File: src/hw/rtl/msp_pkg.sv
// Shared types and constants of the motion sequence player.
package msp_pkg;

    localparam int FINGER_W   = 8;
    localparam int HOLD_W     = 16;
    localparam int SLOT_W     = 6;
    localparam int COUNT_W    = 7;
    localparam int REPEAT_W   = 8;
    localparam int MOTION_W   = 5 * FINGER_W + HOLD_W;
    localparam int S_TDATA_W  = 80;
    localparam int M_TDATA_W  = 48;

    typedef enum logic [1:0] {
        OP_TICK  = 2'd0,
        OP_WRITE = 2'd1,
        OP_START = 2'd2
    } op_t;

    typedef enum logic {
        ST_IDLE,
        ST_FETCH
    } state_t;

    // One stored motion as it sits in the table.
    typedef struct packed {
        logic [HOLD_W-1:0]   hold;
        logic [FINGER_W-1:0] thumb;
        logic [FINGER_W-1:0] little;
        logic [FINGER_W-1:0] ring;
        logic [FINGER_W-1:0] middle;
        logic [FINGER_W-1:0] pointer;
    } motion_t;

    // Decoded input request.
    typedef struct packed {
        logic [1:0]          operation;
        logic [SLOT_W-1:0]   entry_index;
        motion_t             motion;
        logic [COUNT_W-1:0]  motion_count;
        logic                loop_forever;
        logic [REPEAT_W-1:0] repeat_count;
    } in_item_t;

    // One emitted motion.
    typedef struct packed {
        logic [FINGER_W-1:0] pointer_pos;
        logic [FINGER_W-1:0] middle_pos;
        logic [FINGER_W-1:0] ring_pos;
        logic [FINGER_W-1:0] little_pos;
        logic [FINGER_W-1:0] thumb_pos;
        logic [SLOT_W-1:0]   motion_slot;
        logic                gesture_done;
    } result_t;

endpackage

File: src/hw/rtl/motion_sequence_player.sv
// Top level of the motion sequence player: stream ports, output register and motion table.
//
//  channel  | direction | tuser          | tlast        | tdata
//  s_       | in        | operation      | -            | write entry and start fields
//  m_       | out       | -              | gesture_done | finger positions and slot
//
// Write, start and ticks that emit nothing are done in the idle state. A tick that emits
// a motion also passes through the fetch state, as the motion table is read through its
// registered read port; it stays there while the output register holds an untaken result.
// A new request is accepted while a finished result waits in the output register.
// Reset clears the playback state only; the motion table is not cleared.
module motion_sequence_player #(
    parameter int MAX_MOTIONS = 64
) (
    input  logic                            aclk,
    input  logic                            aresetn,
    input  logic                            s_tvalid,
    output logic                            s_tready,
    // entry_index, pointer_in, middle_in, ring_in, little_in, thumb_in, hold_ticks,
    // motion_count, loop_forever, repeat_count, zero fill
    input  logic [msp_pkg::S_TDATA_W-1:0]   s_tdata,
    // operation
    input  logic [1:0]                      s_tuser,
    output logic                            m_tvalid,
    input  logic                            m_tready,
    // pointer_pos, middle_pos, ring_pos, little_pos, thumb_pos, motion_slot, zero fill
    output logic [msp_pkg::M_TDATA_W-1:0]   m_tdata,
    output logic                            m_tlast
);
    import msp_pkg::*;

    localparam int IDX_W = (MAX_MOTIONS > 1) ? $clog2(MAX_MOTIONS) : 1;

    in_item_t         item;
    result_t          result;
    result_t          out_reg;
    logic             m_tvalid_reg, m_tvalid_next;
    logic             in_accept;
    logic             out_free;
    logic             out_load;
    logic             ram_wr_en;
    logic [IDX_W-1:0] ram_wr_addr;
    motion_t          ram_wr_data;
    logic             ram_rd_en;
    logic [IDX_W-1:0] ram_rd_addr;
    motion_t          ram_rd_data;

    assign item.operation      = s_tuser;
    assign item.entry_index    = s_tdata[5:0];
    assign item.motion.pointer = s_tdata[13:6];
    assign item.motion.middle  = s_tdata[21:14];
    assign item.motion.ring    = s_tdata[29:22];
    assign item.motion.little  = s_tdata[37:30];
    assign item.motion.thumb   = s_tdata[45:38];
    assign item.motion.hold    = s_tdata[61:46];
    assign item.motion_count   = s_tdata[68:62];
    assign item.loop_forever   = s_tdata[69];
    assign item.repeat_count   = s_tdata[77:70];

    assign in_accept = s_tvalid && s_tready;
    assign out_free  = !m_tvalid_reg || m_tready;

    msp_ctrl #(
        .MAX_MOTIONS (MAX_MOTIONS)
    ) u_ctrl (
        .aclk        (aclk),
        .aresetn     (aresetn),
        .in_accept   (in_accept),
        .in_item     (item),
        .in_ready    (s_tready),
        .out_free    (out_free),
        .out_load    (out_load),
        .out_result  (result),
        .ram_wr_en   (ram_wr_en),
        .ram_wr_addr (ram_wr_addr),
        .ram_wr_data (ram_wr_data),
        .ram_rd_en   (ram_rd_en),
        .ram_rd_addr (ram_rd_addr),
        .ram_rd_data (ram_rd_data)
    );

    msp_ram #(
        .WIDTH (MOTION_W),
        .DEPTH (MAX_MOTIONS)
    ) u_table (
        .aclk    (aclk),
        .wr_en   (ram_wr_en),
        .wr_addr (ram_wr_addr),
        .wr_data (ram_wr_data),
        .rd_en   (ram_rd_en),
        .rd_addr (ram_rd_addr),
        .rd_data (ram_rd_data)
    );

    always_comb begin
        m_tvalid_next = m_tvalid_reg;
        if (out_load) begin
            m_tvalid_next = 1'b1;
        end else if (m_tready) begin
            m_tvalid_next = 1'b0;
        end
    end

    always_ff @(posedge aclk) begin
        if (!aresetn) begin
            m_tvalid_reg <= 1'b0;
        end else begin
            m_tvalid_reg <= m_tvalid_next;
        end
    end

    always_ff @(posedge aclk) begin
        if (out_load) begin
            out_reg <= result;
        end
    end

    assign m_tvalid = m_tvalid_reg;
    assign m_tdata  = {2'b00, out_reg.motion_slot, out_reg.thumb_pos, out_reg.little_pos,
                       out_reg.ring_pos, out_reg.middle_pos, out_reg.pointer_pos};
    assign m_tlast  = out_reg.gesture_done;
endmodule

File: src/hw/rtl/msp_ram.sv
// Generic single-port-write, single-port-read RAM with registered read data.
module msp_ram #(
    parameter int WIDTH = 56,
    parameter int DEPTH = 64
) (
    input  logic                                     aclk,
    input  logic                                     wr_en,
    input  logic [(DEPTH > 1 ? $clog2(DEPTH) : 1)-1:0] wr_addr,
    input  logic [WIDTH-1:0]                         wr_data,
    input  logic                                     rd_en,
    input  logic [(DEPTH > 1 ? $clog2(DEPTH) : 1)-1:0] rd_addr,
    output logic [WIDTH-1:0]                         rd_data
);
    logic [WIDTH-1:0] mem [DEPTH];
    logic [WIDTH-1:0] rd_data_reg;

    always_ff @(posedge aclk) begin
        if (wr_en) begin
            mem[wr_addr] <= wr_data;
        end
        if (rd_en) begin
            rd_data_reg <= mem[rd_addr];
        end
    end

    assign rd_data = rd_data_reg;
endmodule

File: src/hw/rtl/msp_ctrl.sv
// Playback sequencer: gesture state, tick countdown and motion table access.
module msp_ctrl #(
    parameter int MAX_MOTIONS = 64
) (
    input  logic                                                  aclk,
    input  logic                                                  aresetn,
    input  logic                                                  in_accept,
    input  msp_pkg::in_item_t                                     in_item,
    output logic                                                  in_ready,
    input  logic                                                  out_free,
    output logic                                                  out_load,
    output msp_pkg::result_t                                      out_result,
    output logic                                                  ram_wr_en,
    output logic [(MAX_MOTIONS > 1 ? $clog2(MAX_MOTIONS) : 1)-1:0] ram_wr_addr,
    output msp_pkg::motion_t                                      ram_wr_data,
    output logic                                                  ram_rd_en,
    output logic [(MAX_MOTIONS > 1 ? $clog2(MAX_MOTIONS) : 1)-1:0] ram_rd_addr,
    input  msp_pkg::motion_t                                      ram_rd_data
);
    import msp_pkg::*;

    localparam int IDX_W = (MAX_MOTIONS > 1) ? $clog2(MAX_MOTIONS) : 1;
    localparam int CNT_W = (IDX_W + 1 > COUNT_W) ? IDX_W + 1 : COUNT_W;
    localparam logic [CNT_W-1:0] MAX_CNT = CNT_W'(MAX_MOTIONS);

    state_t              state_reg, state_next;
    logic                playing_reg, playing_next;
    logic [IDX_W-1:0]    play_index_reg, play_index_next;
    logic [REPEAT_W-1:0] repeat_done_reg, repeat_done_next;
    logic [HOLD_W-1:0]   wait_count_reg, wait_count_next;
    logic [CNT_W-1:0]    length_reg, length_next;
    logic                loops_reg, loops_next;
    logic [REPEAT_W-1:0] repeats_reg, repeats_next;

    logic [CNT_W-1:0]    entry_ext;
    logic [CNT_W-1:0]    count_ext;
    logic [CNT_W-1:0]    index_ext;
    logic [CNT_W-1:0]    index_inc;
    logic [HOLD_W-1:0]   wait_dec;
    logic [REPEAT_W:0]   repeat_inc;

    assign entry_ext  = CNT_W'(in_item.entry_index);
    assign count_ext  = CNT_W'(in_item.motion_count);
    assign index_ext  = CNT_W'(play_index_reg);
    assign index_inc  = index_ext + CNT_W'(1);
    assign wait_dec   = (wait_count_reg != '0) ? wait_count_reg - HOLD_W'(1) : '0;
    assign repeat_inc = {1'b0, repeat_done_reg} + (REPEAT_W + 1)'(1);

    assign ram_wr_addr = entry_ext[IDX_W-1:0];
    assign ram_wr_data = in_item.motion;
    assign ram_rd_addr = play_index_reg;

    always_ff @(posedge aclk) begin
        if (!aresetn) begin
            state_reg       <= ST_IDLE;
            playing_reg     <= 1'b0;
            play_index_reg  <= '0;
            repeat_done_reg <= '0;
            wait_count_reg  <= '0;
            length_reg      <= '0;
            loops_reg       <= 1'b0;
            repeats_reg     <= REPEAT_W'(1);
        end else begin
            state_reg       <= state_next;
            playing_reg     <= playing_next;
            play_index_reg  <= play_index_next;
            repeat_done_reg <= repeat_done_next;
            wait_count_reg  <= wait_count_next;
            length_reg      <= length_next;
            loops_reg       <= loops_next;
            repeats_reg     <= repeats_next;
        end
    end

    always_comb begin
        state_next       = state_reg;
        playing_next     = playing_reg;
        play_index_next  = play_index_reg;
        repeat_done_next = repeat_done_reg;
        wait_count_next  = wait_count_reg;
        length_next      = length_reg;
        loops_next       = loops_reg;
        repeats_next     = repeats_reg;
        in_ready         = 1'b0;
        out_load         = 1'b0;
        ram_wr_en        = 1'b0;
        ram_rd_en        = 1'b0;

        out_result.pointer_pos  = ram_rd_data.pointer;
        out_result.middle_pos   = ram_rd_data.middle;
        out_result.ring_pos     = ram_rd_data.ring;
        out_result.little_pos   = ram_rd_data.little;
        out_result.thumb_pos    = ram_rd_data.thumb;
        out_result.motion_slot  = index_ext[SLOT_W-1:0];
        out_result.gesture_done = 1'b0;

        case (state_reg)
            ST_IDLE: begin
                in_ready = 1'b1;
                if (in_accept) begin
                    case (in_item.operation)
                        OP_WRITE: begin
                            ram_wr_en = (entry_ext < MAX_CNT);
                        end
                        OP_START: begin
                            if (in_item.motion_count != '0) begin
                                length_next      = (count_ext > MAX_CNT) ? MAX_CNT : count_ext;
                                loops_next       = in_item.loop_forever;
                                repeats_next     = (in_item.repeat_count == '0) ?
                                                   REPEAT_W'(1) : in_item.repeat_count;
                                play_index_next  = '0;
                                wait_count_next  = '0;
                                repeat_done_next = '0;
                                playing_next     = 1'b1;
                            end
                        end
                        OP_TICK: begin
                            if (playing_reg) begin
                                wait_count_next = wait_dec;
                                // The motion is due: read it and finish in the fetch state.
                                if (wait_dec == '0) begin
                                    ram_rd_en  = 1'b1;
                                    state_next = ST_FETCH;
                                end
                            end
                        end
                        default: begin
                        end
                    endcase
                end
            end
            ST_FETCH: begin
                // The read data stays in the RAM register until the output stage is free.
                if (out_free) begin
                    out_load        = 1'b1;
                    state_next      = ST_IDLE;
                    wait_count_next = ram_rd_data.hold;
                    if (index_inc >= length_reg) begin
                        if (loops_reg) begin
                            play_index_next = '0;
                        end else if (repeat_inc < {1'b0, repeats_reg}) begin
                            play_index_next  = '0;
                            repeat_done_next = repeat_inc[REPEAT_W-1:0];
                        end else begin
                            playing_next            = 1'b0;
                            play_index_next         = '0;
                            repeat_done_next        = '0;
                            wait_count_next         = '0;
                            out_result.gesture_done = 1'b1;
                        end
                    end else begin
                        play_index_next = index_inc[IDX_W-1:0];
                    end
                end
            end
            default: begin
                state_next = ST_IDLE;
            end
        endcase
    end
endmodule

File: config.mk
export PLATFORM = sky130hd
export DESIGN_NAME = motion_sequence_player
export DESIGN_NICKNAME = d
export VERILOG_FILES = /design/src/hw/rtl/msp_pkg.sv /design/src/hw/rtl/motion_sequence_player.sv /design/src/hw/rtl/msp_ram.sv /design/src/hw/rtl/msp_ctrl.sv
export SDC_FILE = /design/constraint.sdc
export NUM_CORES = 2
export LEC_CHECK = 0
export ABC_AREA = 1
export BUFFER_PORTS_ARGS = -buffer_cell sky130_fd_sc_hd__buf_2
export CAP_MARGIN = 20
export CELL_PAD_IN_SITES_DETAIL_PLACEMENT = 1
export CELL_PAD_IN_SITES_GLOBAL_PLACEMENT = 2
export CORE_ASPECT_RATIO = 1.4
export CORE_UTILIZATION = 49
export DETAILED_ROUTE_END_ITERATION = 10
export PLACE_DENSITY = 0.82
export SLEW_MARGIN = 20
export SYNTH_ARGS = -nofsm -noshare
export SYNTH_HDL_FRONTEND = slang
export SYNTH_SLANG_ARGS = --single-unit
File: constraint.sdc
create_clock -name aclk -period 13.1 [get_ports aclk]
set_input_delay 1.31 -clock aclk [delete_from_list [all_inputs] [get_ports aclk]]
set_output_delay 1.31 -clock aclk [all_outputs]
set_load 0.05 [all_outputs]
==> impl_results.md <==
- Outcome: finished clean
- Worst Setup SP: u_ctrl.ram_rd_addr[0]
- Critical-path top delay cell: dfxtp_4
- Drt initial violations: about 11000
- Max H-tree Level: 5
- Maxcap violations: 0
- Pint: about 19 mW
- Critical Path RT: between 10000 and 15000 ps
- Top cells by area, synth: edfxtp_1, o21ai_0, nor2_1, o221ai_1, o211ai_1
- Final setup fails: 0
- Largest family of logic cells by synthesized area: compound AO/OA/AOI/OAI gates
- Grt total ovfl: 0
- Mean number of vias per cell: approximately 6.7
- Num ports: 137
- Mean post-synth cell area: approximately 14 um2
- Mux cell area share after synthesis: 0
- R2r setup slk: between 7000 and 8000 ps
- Arrival time worst endpoint: between 6000 and 7000 ps
- Num CTS Buffers: approximately 350
- Core ar.: 0.2953 mm2
- Starting Density: 0.4932
- Max Slew Vio Count: 0
- NetSw: approximately 4.8 mW
- P_leak: 50.77 nW
- Yosys warns: 0
- Die Height: roughly 650 um
- Adder-cell share of the synthesized area: 0.001461
- Post-Synth XOR/XNOR Area: 0.0006616
- Area of the mapped netlist: approximately 0.15 mm2
- Post-CTS resize count: 0
- Largest net degree at the start of global routing: 203
- Max FFs per register: about 3600
- Dpl hpwl: approximately 260000 um
- Setup TNS Final: 0 ps
- # DRC: 0
- Worst r2r src: u_ctrl.ram_rd_addr[0]
- RR Endpoint: u_table.rd_data[24]
- GP Congestion: ~0.80
- Hold_sp: u_table.rd_data[5]
- Clock root cell: clkbuf_16
- # fillers: ~28000
- Hold Crit Depth: 0
- Die Span X: between 400 and 500 um
- Worst-path clk slew: roughly 60 ps
- Row Count: between 200 and 250
- Vias in the first global route: between 90000 and 100k
- CP max FO: about 170
- Distinct cells, synth: 35
- PD cells: ~140 mW/mm2
- Worst Setup End Kind: flop
- Routed len/inst: ~34 um
- Slowest stage delay, CP: around 840 ps
- Initial antenna violation count: between 40 and 50
- Compound-cell area share of the yosys netlist: 0.1322
- Critical path startpoint category: flop
- Delay-heaviest family, CP: buffers and inverters
- Sequential power share: 0.562
- Synth Instances: between 10000 and 15000
- Commonest cells post-synth: edfxtp_1, nor2_1, o21ai_0
- Logic pwr share: 0.013
- First-pass iteration count of the detailed router: 6
- Period minus WS final: 5770 ps
- #FFs+latches synth: around 3700
- Clk_lat worst skew: about 940 ps
- Slew HR: 0.1601
- Final Hold Slack: 415.4 ps
- Final hold vios: 0
- CTS tree: done
- CTS Hold Buffers Added: 0
- Via count: 97540
- Area share of the largest cell type after synthesis: 0.7603
- WHS Endpoint: m_tdata[5]
- Most common cell in the synthesized netlist: edfxtp_1
- # port buffers: about 130
- Clock Skew: 56.00 ps
- Max VDD drop: ~100 uV
- Asr flop ratio synth: 0
- Area Overhead vs Synth: 10.81%
- Reg2reg path depth: 10
- Die area: 0.2994 mm2
- Final worst path period share: 0.4404
- Global-route wire length before repair: roughly 700000 um
- HP Class: reg2reg
- Switching share of power: 0.2035
- Setup Buffers After CTS: 0
- Largest area contributor in the netlist: edfxtp_1
- FMAX: between 150 and 200 MHz
- Share of layout cells above drive strength 1: 0.08738
- CTS Buffer Depth: 4
- Clock power share: 0.425
- Sequential cell area fraction in the yosys report: 0.7670
- Reg area: roughly 0.11 mm2
- Final WL: 502200 um
- Critical path, cell by cell: buf_12 -> buf_12 -> buf_4 -> buf_4 -> o21ai_0 -> o22ai_1 -> o211ai_1 -> nand3_1 -> nand3_1 -> nand2_1
- Most used DFF post-synth: edfxtp_1
- Worst path buffer plus inverter count: 4
- CTS Sinks: ~3700
- RSZ-0062 raised after global routing: false
- Multi-input logic area: about 0.031 mm2
- Post-synth EDFFs: 3687
- Synth Area in Simple Gates: 0.07246
- WS Path Type: reg2reg
- Worst-Margin Slew: approximately 1300 ps
- Routed Antenna Nets: 0
- All-Layer GR Usage: 0.3265
- Fin nets: ~11000
## worst register-to-register path, stage by stage (launching register included)
cell and delay, ps:
dfxtp_4 840, buf_12 500, buf_12 850, buf_4 1010, buf_4 830, o21ai_0 360
o22ai_1 290, o211ai_1 110, nand3_1 130, nand3_1 260, nand2_1 390
## metal layers
metal | GRT usage | share of wire | vias to the layer above | wire [um]
met3 | 0.05245 | 0.085 | 1346 | 42500
met5 | 0 | 0.00021 | - | 107
met1 | 0.4009 | 0.36 | 50960 | 181900
met2 | 0.5597 | 0.50 | 5181 | 250100
li1 | - | - | 40040 | -
met4 | 0.1642 | 0.055 | 18 | 27590
## area by class of cell
type / instances / share of cell area
sequential: 3736 / 0.6923
multi-input combinational: 5860 / 0.1898
tap: 3927 / 0.03045
clock inverter: 191 / 0.009599
timing repair buffer: 381 / 0.01745
antenna: 20 / 0.0003101
inverter: 94 / 0.002435
clock buffer: 438 / 0.05764
## worst max path at each step
stage / end / depth (start not counted)
floorplan: u_table.mem[32][0] / 4
global placement: u_table.mem[35][16] / 8
detailed placement: u_table.mem[37][2] / 8
CTS: u_table.rd_data[40] / 10
global route: u_table.rd_data[24] / 10
finish: u_table.rd_data[24] / 10
## cells in the final DEF, fill, tap and decap left out, drive strengths merged, types with 12 or more instances in the layout
cell,instances
edfxtp,3687
nor3,14
bufinv,20
nand2,162
nand4,12
o221ai,428
nor2,2001
o22ai,392
buf,381
diode,20
o21ai,1841
inv,100
clkinv,154
dfxtp,49
a21oi,49
nand3,447
clkbuf,438
o211ai,470
ha,17
## kinds of logic after synthesis
kind of cell | count (synthesis)
fa+ha+maj | 17
other cells | 1
compound gates | 3189
simple gates | 2641
buf+inv | 892
flops | 3736
xor+xnor | 11
## power groups by stage
stage	logic (mW)	clock network [mW]	registers (mW)
3_5_place_dp	0.297	0	13.4
3_3_place_gp	0.277	0	13.4
6_report	0.303	9.93	13.1
5_1_grt	0.331	10.4	13.1
2_1_floorplan	0.0806	0	13.4
4_1_cts	0.298	9.99	13.2
## metrics by stage
| stage | utilization | setup WS, ps | cell area [um2] | cells | power [mW] |
|---|---|---|---|---|---|
| after CTS | 0.5458 | 7623 | 161200 | 14620 | 23.44 |
| after global routing | 0.5464 | 7192 | 161300 | 14640 | 23.84 |
| after floorplan | - | 8128 | 145600 | 10490 | 13.49 |
| after detailed placement | 0.5091 | 7427 | 150300 | 13990 | 13.71 |
| final | 0.5465 | 7330 | 161400 | 14650 | 23.38 |
| after global placement | 0.5089 | 7509 | 150300 | 13990 | 13.68 |
No activity file was read; power rests on OpenSTA's default activity.
